## src/sv/mrtu_pkg.sv

```systemverilog
// Shared types and constants for the Modbus RTU slave frame engine.
// Depends on nothing; every module of the block imports it.
package mrtu_pkg;

	localparam int FRAME_BYTES = 64;
	localparam int ADDR_W = $clog2(FRAME_BYTES);
	localparam int LEN_W = ADDR_W + 1;
	localparam int HDR_BYTES = 8;
	localparam int HOLD_REGS = 7;
	localparam int MAX_READ_REGS = 29;

	localparam logic [15:0] CRC_INIT = 16'hFFFF;
	localparam logic [15:0] CRC_POLY = 16'hA001;
	localparam logic [7:0] STATION_RESET = 8'd1;

	localparam logic [7:0] FN_READ_HOLD = 8'h03;
	localparam logic [7:0] FN_READ_INPUT = 8'h04;
	localparam logic [7:0] FN_WRITE_ONE = 8'h06;
	localparam logic [7:0] FN_WRITE_MANY = 8'h10;

	typedef enum logic [2:0] {
		ST_RX,
		ST_RXCRC,
		ST_CHECK,
		ST_WRRD,
		ST_WRUP,
		ST_GEN,
		ST_TXCRC
	} state_t;

	typedef struct packed {
		logic init;
		logic xor_en;
		logic step;
	} crc_ctl_t;

endpackage

```

## src/sv/modbus_rtu_slave_frame_engine.sv

```systemverilog
// Modbus RTU slave frame engine: frame store, checks, register file, reply.
// Depends on mrtu_pkg and mrtu_crc_serial.
//
// Usage: received bytes enter on the request channel (in_valid/in_stall) with
// frame_end high on the last byte of a frame. Each stored byte is accepted in
// ST_RX and then folded into the bit-serial CRC in ST_RXCRC; in_stall is high
// meanwhile. After a stored frame_end byte the frame is checked (length, CRC,
// station address, function) in ST_CHECK, which waits until the final byte of
// the previous reply has been taken so that the settings outputs stay steady.
// A function 16 request then writes its registers one at a time, each as a
// frame store read then an update. Reply bytes leave on the result channel
// (out_valid/out_stall). A byte that feeds the reply CRC runs the bit-serial
// CRC in ST_TXCRC; echoed and CRC bytes go one per cycle while out_stall is
// low. A held result does not stop the engine from loading the next one once
// it is taken. A stalled result holds its value. The next frame byte is
// accepted once the final reply byte is loaded into the output register.
// Reset clears the frame length, overflow flag, holding registers and the
// station address (to 1); the frame store needs no clearing.
// station_address is written over cfg_valid/cfg_data; cfg_ready is always high.
module modbus_rtu_slave_frame_engine (
	input  logic       clk,
	input  logic       arst_n,
	input  logic       in_valid,
	output logic       in_stall,
	input  logic [7:0] rx_byte,
	input  logic       frame_end,
	input  logic [7:0] alarm_flags,
	input  logic [7:0] signal_flags,
	output logic       out_valid,
	input  logic       out_stall,
	output logic [7:0] reply_byte,
	output logic       reply_last,
	output logic       settings_changed,
	output logic [7:0] channel_setting,
	output logic [7:0] sync_setting,
	output logic [7:0] fan_setting,
	output logic [7:0] power_setting,
	output logic [7:0] alarm_temp_setting,
	output logic [7:0] mode_setting,
	output logic [7:0] main_switch_setting,
	input  logic       cfg_valid,
	output logic       cfg_ready,
	input  logic [7:0] cfg_data
);
	import mrtu_pkg::*;

	state_t            state_q, state_d;
	logic [7:0]        mem_q [FRAME_BYTES];
	logic [7:0]        rd_data_q;
	logic [ADDR_W-1:0] rd_addr;
	logic [LEN_W-1:0]  len_q;
	logic              ovf_q, end_q, chg_q;
	logic [7:0]        alarm_q, sig_q, station_q;
	logic [7:0]        hdr_q [HDR_BYTES];
	logic [7:0]        hold_q [HOLD_REGS];
	logic [6:0]        rn_q, k_q;
	logic [4:0]        i_q;
	logic [2:0]        bit_q;
	logic              out_valid_q, reply_last_q;
	logic [7:0]        reply_byte_q;

	crc_ctl_t          crc_ctl;
	logic [15:0]       crc;
	logic [7:0]        crc_data;

	logic              in_acc, room, slot_free, last_k;
	logic [15:0]       start, cnt;
	logic              base_ok, rd_ok, w1_ok, wm_ok;
	logic [16:0]       a_wr, a_rd;
	logic [6:0]        j;
	logic [7:0]        gen_byte, rd_val;
	logic              gen_plain;

	assign cfg_ready = 1'b1;
	assign in_stall = (state_q != ST_RX);
	assign in_acc = in_valid && !in_stall;
	assign room = (len_q < LEN_W'(FRAME_BYTES));
	assign slot_free = !out_valid_q || !out_stall;
	assign last_k = (k_q == rn_q - 7'd1);

	assign start = {hdr_q[2], hdr_q[3]};
	assign cnt = {hdr_q[4], hdr_q[5]};

	// Frame checks
	assign base_ok = (len_q >= LEN_W'(4)) && (crc == 16'h0000) && (hdr_q[0] == station_q);
	assign rd_ok = (len_q == LEN_W'(8)) && (cnt != 16'd0) && (cnt <= 16'(MAX_READ_REGS));
	assign w1_ok = (len_q == LEN_W'(8));
	assign wm_ok = (len_q >= LEN_W'(9)) && (cnt != 16'd0)
		&& ({9'd0, hdr_q[6]} == {1'b0, cnt} + {1'b0, cnt})
		&& ({10'd0, len_q} == 17'd9 + {1'b0, cnt} + {1'b0, cnt});

	assign a_wr = {1'b0, start} + {12'd0, i_q};
	assign j = k_q - 7'd3;
	assign a_rd = {1'b0, start} + {11'd0, j[6:1]};
	assign rd_addr = ADDR_W'(7'd8 + {1'b0, i_q, 1'b0});

	// Register value for a read reply word
	always_comb begin
		rd_val = 8'h00;
		if (hdr_q[1] == FN_READ_HOLD) begin
			if (a_rd < 17'(HOLD_REGS)) rd_val = hold_q[a_rd[2:0]];
		end else begin
			if (a_rd == 17'd0) rd_val = alarm_q;
			else if (a_rd == 17'd1) rd_val = sig_q;
		end
	end

	// Pick the next reply byte; gen_plain marks bytes that skip the CRC update
	always_comb begin
		gen_byte = 8'h00;
		gen_plain = 1'b1;
		case (hdr_q[1])
			FN_WRITE_ONE: begin
				gen_byte = hdr_q[k_q[2:0]];
			end
			FN_WRITE_MANY: begin
				if (k_q < 7'd6) begin
					gen_byte = hdr_q[k_q[2:0]];
					gen_plain = 1'b0;
				end else if (k_q == 7'd6) begin
					gen_byte = crc[7:0];
				end else begin
					gen_byte = crc[15:8];
				end
			end
			default: begin
				gen_plain = 1'b0;
				if (k_q < 7'd2) begin
					gen_byte = hdr_q[k_q[2:0]];
				end else if (k_q == 7'd2) begin
					gen_byte = {cnt[6:0], 1'b0};
				end else if (k_q == rn_q - 7'd2) begin
					gen_byte = crc[7:0];
					gen_plain = 1'b1;
				end else if (k_q == rn_q - 7'd1) begin
					gen_byte = crc[15:8];
					gen_plain = 1'b1;
				end else begin
					gen_byte = j[0] ? rd_val : 8'h00;
				end
			end
		endcase
	end

	// Next state and CRC control
	always_comb begin
		state_d = state_q;
		crc_ctl = '0;
		crc_data = rx_byte;
		unique case (state_q)
			ST_RX: begin
				if (in_acc) begin
					if (room) begin
						crc_ctl.xor_en = 1'b1;
						state_d = ST_RXCRC;
					end else if (frame_end) begin
						crc_ctl.init = 1'b1;
					end
				end
			end
			ST_RXCRC: begin
				crc_ctl.step = 1'b1;
				if (bit_q == 3'd7) state_d = end_q ? ST_CHECK : ST_RX;
			end
			ST_CHECK: begin
				// wait for the previous reply to drain
				if (!out_valid_q) begin
					crc_ctl.init = 1'b1;
					state_d = ST_RX;
					if (base_ok) begin
						if ((hdr_q[1] == FN_READ_HOLD || hdr_q[1] == FN_READ_INPUT) && rd_ok)
							state_d = ST_GEN;
						else if (hdr_q[1] == FN_WRITE_ONE && w1_ok)
							state_d = ST_GEN;
						else if (hdr_q[1] == FN_WRITE_MANY && wm_ok)
							state_d = ST_WRRD;
					end
				end
			end
			ST_WRRD: begin
				state_d = ST_WRUP;
			end
			ST_WRUP: begin
				if ({11'd0, i_q} + 16'd1 == cnt) state_d = ST_GEN;
				else state_d = ST_WRRD;
			end
			ST_GEN: begin
				crc_data = gen_byte;
				if (slot_free) begin
					if (gen_plain) begin
						if (last_k) begin
							crc_ctl.init = 1'b1;
							state_d = ST_RX;
						end
					end else begin
						crc_ctl.xor_en = 1'b1;
						state_d = ST_TXCRC;
					end
				end
			end
			ST_TXCRC: begin
				crc_ctl.step = 1'b1;
				if (bit_q == 3'd7) state_d = ST_GEN;
			end
			default: state_d = ST_RX;
		endcase
	end

	mrtu_crc_serial u_crc (
		.clk     (clk),
		.arst_n  (arst_n),
		.ctl     (crc_ctl),
		.data_in (crc_data),
		.crc     (crc)
	);

	// Hold the state register
	always_ff @(posedge clk or negedge arst_n) begin
		if (!arst_n) state_q <= ST_RX;
		else state_q <= state_d;
	end

	// Store frame bytes and read data bytes back for multi-register writes
	always_ff @(posedge clk) begin
		if (in_acc && room) mem_q[len_q[ADDR_W-1:0]] <= rx_byte;
		rd_data_q <= mem_q[rd_addr];
	end

	// Keep the first bytes of the frame and the live flags
	always_ff @(posedge clk) begin
		if (in_acc) begin
			if (len_q < LEN_W'(HDR_BYTES)) hdr_q[len_q[2:0]] <= rx_byte;
			alarm_q <= alarm_flags;
			sig_q <= signal_flags;
			end_q <= frame_end;
		end
	end

	// Station address register
	always_ff @(posedge clk or negedge arst_n) begin
		if (!arst_n) station_q <= STATION_RESET;
		else if (cfg_valid && cfg_ready) station_q <= cfg_data;
	end

	// Frame length, overflow, counters and holding registers
	always_ff @(posedge clk or negedge arst_n) begin
		if (!arst_n) begin
			len_q <= '0;
			ovf_q <= 1'b0;
			chg_q <= 1'b0;
			rn_q <= '0;
			k_q <= '0;
			i_q <= '0;
			bit_q <= '0;
			for (int r = 0; r < HOLD_REGS; r++) hold_q[r] <= 8'h00;
		end else begin
			unique case (state_q)
				ST_RX: begin
					bit_q <= '0;
					if (in_acc) begin
						if (room) begin
							len_q <= len_q + LEN_W'(1);
						end else if (frame_end) begin
							len_q <= '0;
							ovf_q <= 1'b0;
						end else begin
							ovf_q <= 1'b1;
						end
					end
				end
				ST_RXCRC, ST_TXCRC: begin
					bit_q <= bit_q + 3'd1;
					if (state_q == ST_TXCRC && bit_q == 3'd7) k_q <= k_q + 7'd1;
				end
				ST_CHECK: begin
					if (!out_valid_q) begin
						len_q <= '0;
						ovf_q <= 1'b0;
						chg_q <= 1'b0;
						k_q <= '0;
						i_q <= '0;
						if (hdr_q[1] == FN_WRITE_ONE || hdr_q[1] == FN_WRITE_MANY)
							rn_q <= 7'd8;
						else
							rn_q <= 7'd5 + {cnt[5:0], 1'b0};
						if (base_ok && hdr_q[1] == FN_WRITE_ONE && w1_ok
							&& start < 16'(HOLD_REGS)) begin
							hold_q[start[2:0]] <= hdr_q[5];
							chg_q <= 1'b1;
						end
					end
				end
				ST_WRRD: begin
				end
				ST_WRUP: begin
					if (a_wr < 17'(HOLD_REGS - 1)) begin
						hold_q[a_wr[2:0]] <= rd_data_q;
						chg_q <= 1'b1;
					end
					i_q <= i_q + 5'd1;
				end
				ST_GEN: begin
					bit_q <= '0;
					if (slot_free && gen_plain) k_q <= k_q + 7'd1;
				end
				default: begin
				end
			endcase
		end
	end

	// Output register: load a reply byte, drop it once taken
	always_ff @(posedge clk or negedge arst_n) begin
		if (!arst_n) begin
			out_valid_q <= 1'b0;
		end else if (state_q == ST_GEN && slot_free) begin
			out_valid_q <= 1'b1;
		end else if (!out_stall) begin
			out_valid_q <= 1'b0;
		end
	end

	always_ff @(posedge clk) begin
		if (state_q == ST_GEN && slot_free) begin
			reply_byte_q <= gen_byte;
			reply_last_q <= last_k;
		end
	end

	assign out_valid = out_valid_q;
	assign reply_byte = reply_byte_q;
	assign reply_last = reply_last_q;
	assign settings_changed = chg_q;
	assign channel_setting = hold_q[0];
	assign sync_setting = hold_q[1];
	assign fan_setting = hold_q[2];
	assign power_setting = hold_q[3];
	assign alarm_temp_setting = hold_q[4];
	assign mode_setting = hold_q[5];
	assign main_switch_setting = hold_q[6];

	a_len_bound: assert property (@(posedge clk) disable iff (!arst_n)
		len_q <= LEN_W'(FRAME_BYTES))
		else $error("frame length beyond store");
	a_ovf_full: assert property (@(posedge clk) disable iff (!arst_n)
		ovf_q |-> (len_q == LEN_W'(FRAME_BYTES)))
		else $error("overflow flagged with room left");
	a_echo_no_crc: assert property (@(posedge clk) disable iff (!arst_n)
		(state_q == ST_TXCRC) |-> (hdr_q[1] != FN_WRITE_ONE))
		else $error("echo reply ran the CRC");
	a_load_empty: assert property (@(posedge clk) disable iff (!arst_n)
		(state_q == ST_GEN && out_valid_q && out_stall) |=> (state_q == ST_GEN))
		else $error("reply advanced over a held result");

endmodule

```

## src/sv/mrtu_crc_serial.sv

```systemverilog
// Bit-serial CRC-16 (reflected polynomial) shared by receive check and reply.
// Depends on mrtu_pkg for the control struct and constants.
module mrtu_crc_serial (
	input  logic               clk,
	input  logic               arst_n,
	input  mrtu_pkg::crc_ctl_t ctl,
	input  logic [7:0]         data_in,
	output logic [15:0]        crc
);
	import mrtu_pkg::*;

	logic [15:0] crc_q;

	// Fold in a byte, then shift one bit per cycle while step is high
	always_ff @(posedge clk or negedge arst_n) begin
		if (!arst_n) begin
			crc_q <= CRC_INIT;
		end else if (ctl.init) begin
			crc_q <= CRC_INIT;
		end else if (ctl.xor_en) begin
			crc_q <= crc_q ^ {8'h00, data_in};
		end else if (ctl.step) begin
			crc_q <= crc_q[0] ? ((crc_q >> 1) ^ CRC_POLY) : (crc_q >> 1);
		end
	end

	assign crc = crc_q;

endmodule
```

## config.mk

```make
export PLATFORM = sky130hd
export DESIGN_NAME = modbus_rtu_slave_frame_engine
export DESIGN_NICKNAME = d
export VERILOG_FILES = /design/src/sv/mrtu_pkg.sv /design/src/sv/modbus_rtu_slave_frame_engine.sv /design/src/sv/mrtu_crc_serial.sv
export SDC_FILE = /design/constraint.sdc
export NUM_CORES = 1
export LEC_CHECK = 0
export CORE_UTILIZATION = 64
export DETAILED_ROUTE_END_ITERATION = 10
export DONT_BUFFER_PORTS = 1
export PLACE_DENSITY = 0.87
export SYNTH_ARGS = -nofsm -noshare
export SYNTH_HDL_FRONTEND = slang
export SYNTH_HIERARCHICAL = 1
export SYNTH_SLANG_ARGS = --single-unit
```

## constraint.sdc

```tcl
create_clock -name clk -period 5.9 [get_ports clk]
set_input_delay 0.295 -clock clk [delete_from_list [all_inputs] [get_ports clk]]
set_output_delay 0.295 -clock clk [all_outputs]
set_load 0.02 [all_outputs]
```

==> results <==
- The cell area that synthesis handed to floorplanning was 23,100 um2.
- The critical path arrival is 5520 ps.
- The number of failing setup endpoints in the final timing report is 0.
- The worst-path maximum fanout is 16.
- Summed over all nets, wire length on met3 after detailed routing comes to 7129 um.
- The vertical extent of the die is 192.0 um.
- The synthesized netlist contains 90 unique library cells.
- For this block, the via count after detailed routing is 16,340.
- The number of cells after detailed placement is 2,100.
- The clock root buffer master is sky130_fd_sc_hd__clkbuf_16.
- The number of hold violations in the final report is 0.
- By area the synthesized netlist is led by sky130_fd_sc_hd__edfxtp_1 45%, sky130_fd_sc_hd__dfrtp_1 11%, sky130_fd_sc_hd__mux4_2 9.9%.
- Entering global routing, the biggest net connects 115 pins.
- The full die area is 36,850 um2.
- CTS saw 468 sinks.
- The total number of H-tree levels is 2.
- The maximum clock path buffer count is 3.
- The cell taking the most area after synthesis is sky130_fd_sc_hd__edfxtp_1.
- The maximum vdd ir drop is 0.0004187 V.
- The initial antenna violation count is 4.
- Row generation in the floorplan step produced 69 rows.
- Cells with a size suffix above 1 make up 16.15% of the layout.
- After global routing the overflow that remains totals 0.
- The worst register-to-register path begins at k_q[3]$_DFFE_PN0P_.
- The critical path data required time is 6410 ps.
- The number of max-slew violations in the final report came to 0.
- Derived from the worst setup path, the maximum achievable clock frequency is 0.1995 GHz.
- The clock period minus final worst setup slack is 5013 ps.
- The category of the worst setup path capture point is a flop.
- The post-route non-filler standard cell count is 2,233.
- The worst hold path stage count is 1.
- The starting density of the core is 64.93%.
- The layout filler cell count is 2,224.
- In the finished design, the share of the clock period the worst path needs comes to 84.97%.
- The I/O pin count is 107.
- From left edge to right edge, the die measures 192.0 um.
- The first global-routing pass estimated 97,960 um of wire.
- The path with the worst hold slack has its endpoint at mem_q[38][6]$_DFFE_PP_.
- The clock input transition at the sequential cells of the worst setup and hold paths is 60 ps.
- The half-perimeter wire length of the detailed placement result is 40,040 um.
- The total power divided by cell area is 424.0 nW/um2.
- In this run the critical register-to-register path is captured at u_crc/crc[1]$_DFFE_PN1P_.
- A synthesized cell averages 13.34 um2.
- For this run, the total global-route usage over all layers was measured as 36.34%.
- After synthesis, the share of flip-flops with an asynchronous set or reset is 24.36%.
- The hold path startpoint is rx_byte[6].
- The clock skew is 28.08 ps.
- The path depth of the worst reg2reg path is 15.
- After detailed routing, the average wire length per cell comes to 29.33 um.
- At the pin with the least slew margin, the transition time is 1127 ps.
- The port buffer count is 0.
- The reported max-cap violation count is 0.
- The tightest min-delay check is of the input pin to flop type.
- The critical path is of the flop to flop type.
- After synthesis, the largest area contributor takes up 44.99% of total cell area.
- Detailed routing placed a total of 31,750 um of wire on met2.
- The area taken by flip-flops and latches is 13,430 um2.
- The worst setup path is launched from a flop.
- The gate count after technology mapping is 1,731.
- The insertion delay of the later-clocked pin in the worst-skew pair is 600 ps.
- The sum of negative setup slack is 0 ps.
- The core region area is 35,570 um2.
- The flow ran to the end, and the final reports show no timing, DRC or antenna violations.
- Ranked by instance count, the synthesized netlist is headed by 346 x sky130_fd_sc_hd__edfxtp_1, 115 x sky130_fd_sc_hd__o21ai_0, 114 x sky130_fd_sc_hd__nand2_1, 109 x sky130_fd_sc_hd__nor2_1, 102 x sky130_fd_sc_hd__mux4_2.
- The number of DRC markers after the initial detailed-route iteration is 2,108.
- The post-CTS resize count is 0.
- The number of search-and-repair iterations in the first detailed-routing pass is 6.
- Routed signal wires occupy layers up through met5.
- The post-synthesis to final-layout area growth is 10.68%.
- The detailed-route DRC error count is 0.
- Counting every net in the synthesized netlist gives 1,797.
- For this run, the post-layout net count is 1,798.
- In this run the static leakage power is 8.664 nW.
- At the end of the flow the core is filled with cells to 71.87%.
- The number of global-route vias before repair is 15,830.
- The tightest slew margin relative to the limit is 24.28%.
- After detailed routing, the wire length on met1 is 23,120 um.
- In this run the register-to-register setup slack is 890 ps.
- The final estimated routing congestion in global placement is 1.030.
- The total number of yosys warnings is 6.
- TritonCTS built the clock tree.
- The via count normalized by instance count is 7.318.
- The overall routed net length is 65,500 um.
- The remaining antenna violation count is 0.
- The synthesized design contains 468 register bits.
- The number of CTS-inserted buffers is 47.
- Once the clock tree was built, the setup fixing pass inserted 0 buffers.
- The cell with the most instances after synthesis is sky130_fd_sc_hd__edfxtp_1.
- The multi-input gate area in the final layout is 9067 um2.
- The number of synthesized flops with an enable pin is 346.
- Setup repair after global routing left no endpoint under its margin.
- The top flip-flop cell by instance count after synthesis is sky130_fd_sc_hd__edfxtp_1.
- Across all hold checks on the routed design, the worst slack comes to 44.51 ps.
- Sequential elements use 58.12% of the synthesized area.
==> sequential cells by signal (all words and copies together), names as in the netlist, 8 cells and up <==
register	flops
mem_q	256
hdr_q	64
u_crc/crc	16
alarm_q	8
alarm_temp_setting	8
channel_setting	8
fan_setting	8
main_switch_setting	8
mode_setting	8
power_setting	8
rd_data_q	8
reply_byte	8
sig_q	8
station_q	8
sync_setting	8
==> area by class of cell <==
| class | count | area share (%) |
|---|---|---|
| Sequential cell | 468 | 52.53 |
| Multi-Input combinational cell | 1112 | 35.47 |
| Clock buffer | 61 | 4.983 |
| Timing Repair Buffer | 73 | 2.956 |
| Tap cell | 461 | 2.256 |
| Clock inverter | 27 | 1.351 |
| Inverter | 30 | 0.4405 |
| Antenna cell | 1 | 0.009789 |
==> logic make-up after synthesis <==
logic type | Yosys count | share of synthesized area [%]
flip-flops | 468 | 58.12
AND/OR/NAND/NOR | 442 | 9.773
AO/OA/AOI/OAI | 404 | 12.24
multiplexers | 176 | 13.31
buffers and inverters | 151 | 2.649
XOR/XNOR | 61 | 2.313
adder cells (fa/ha/maj) | 28 | 1.582
other | 1 | 0.01624
==> worst max-delay path, stage by stage (launching register included) <==
cell	delay [ps]
sky130_fd_sc_hd__dfrtp_1	560
sky130_fd_sc_hd__or3_1	550
sky130_fd_sc_hd__nor3_1	200
sky130_fd_sc_hd__xor2_1	200
sky130_fd_sc_hd__ha_1	330
sky130_fd_sc_hd__a21o_1	240
sky130_fd_sc_hd__a311o_1	370
sky130_fd_sc_hd__a21o_1	170
sky130_fd_sc_hd__a2111oi_2	350
sky130_fd_sc_hd__or4b_4	560
sky130_fd_sc_hd__nor4_4	490
sky130_fd_sc_hd__a31oi_1	200
sky130_fd_sc_hd__o21ai_0	230
sky130_fd_sc_hd__xnor2_1	160
sky130_fd_sc_hd__mux2i_1	100
sky130_fd_sc_hd__or2_1	220
==> how the worst max path moves through the flow <==
stage	slack, ps	cells after the start	end	start
3_5_place_dp	990	15	u_crc/crc[1]$_DFFE_PN1P_	k_q[3]$_DFFE_PN0P_
6_report	890	15	u_crc/crc[1]$_DFFE_PN1P_	k_q[3]$_DFFE_PN0P_
2_1_floorplan	1170	20	u_crc/crc[5]$_DFFE_PN1P_	k_q[0]$_DFFE_PN0P_
3_3_place_gp	1190	15	u_crc/crc[1]$_DFFE_PN1P_	k_q[3]$_DFFE_PN0P_
5_1_grt	620	15	u_crc/crc[1]$_DFFE_PN1P_	k_q[3]$_DFFE_PN0P_
4_1_cts	970	15	u_crc/crc[1]$_DFFE_PN1P_	k_q[3]$_DFFE_PN0P_
==> what timing repair did <==
action                                 CTS  global route
endpoints found under the hold margin  460             0
setup endpoints to repair                0             0
hold buffers                            44             0
==> report_power, final <==
group | switching (mW) | total (mW) | internal (mW)
logic | 1.96 | 3.42 | 1.46
registers | 0.442 | 4.28 | 3.84
clock network | 1.30 | 3.14 | 1.84
total | 3.70 | 10.8 | 7.14
==> metal layers <==
layer	track usage, %	vias up
met5	0	-
met4	18.22	2
met3	7.473	232
met2	59.41	1219
met1	46.28	8045
li1	-	6842
==> stage by stage <==
stage	worst slack [ps]	total power, mW	area (um2)
5_1_grt	624.1	11.25	25560
4_1_cts	972.7	10.75	25560
3_3_place_gp	1193	7.411	23400
2_1_floorplan	1172	6.694	23100
3_5_place_dp	991.7	7.529	23400
6_report	886.8	10.84	25560
==> cells in the final DEF, fill, tap and decap left out, types with 21 or more instances in the layout <==
cell type and count:
sky130_fd_sc_hd__a21oi_1 35, sky130_fd_sc_hd__a22oi_1 58, sky130_fd_sc_hd__buf_4 29, sky130_fd_sc_hd__clkbuf_16 48, sky130_fd_sc_hd__dfrtp_1 95, sky130_fd_sc_hd__dlygate4sd3_1 35
sky130_fd_sc_hd__edfxtp_1 346, sky130_fd_sc_hd__ha_1 26, sky130_fd_sc_hd__inv_1 30, sky130_fd_sc_hd__mux2_2 27, sky130_fd_sc_hd__mux2i_1 46, sky130_fd_sc_hd__mux4_2 102
sky130_fd_sc_hd__nand2_1 114, sky130_fd_sc_hd__nand3_1 31, sky130_fd_sc_hd__nor2_1 109, sky130_fd_sc_hd__nor3_1 36, sky130_fd_sc_hd__o211ai_1 33, sky130_fd_sc_hd__o21ai_0 115
sky130_fd_sc_hd__o221ai_1 33, sky130_fd_sc_hd__xnor2_1 39, sky130_fd_sc_hd__xor2_1 21
No activity file was read; power rests on OpenSTA's default activity.
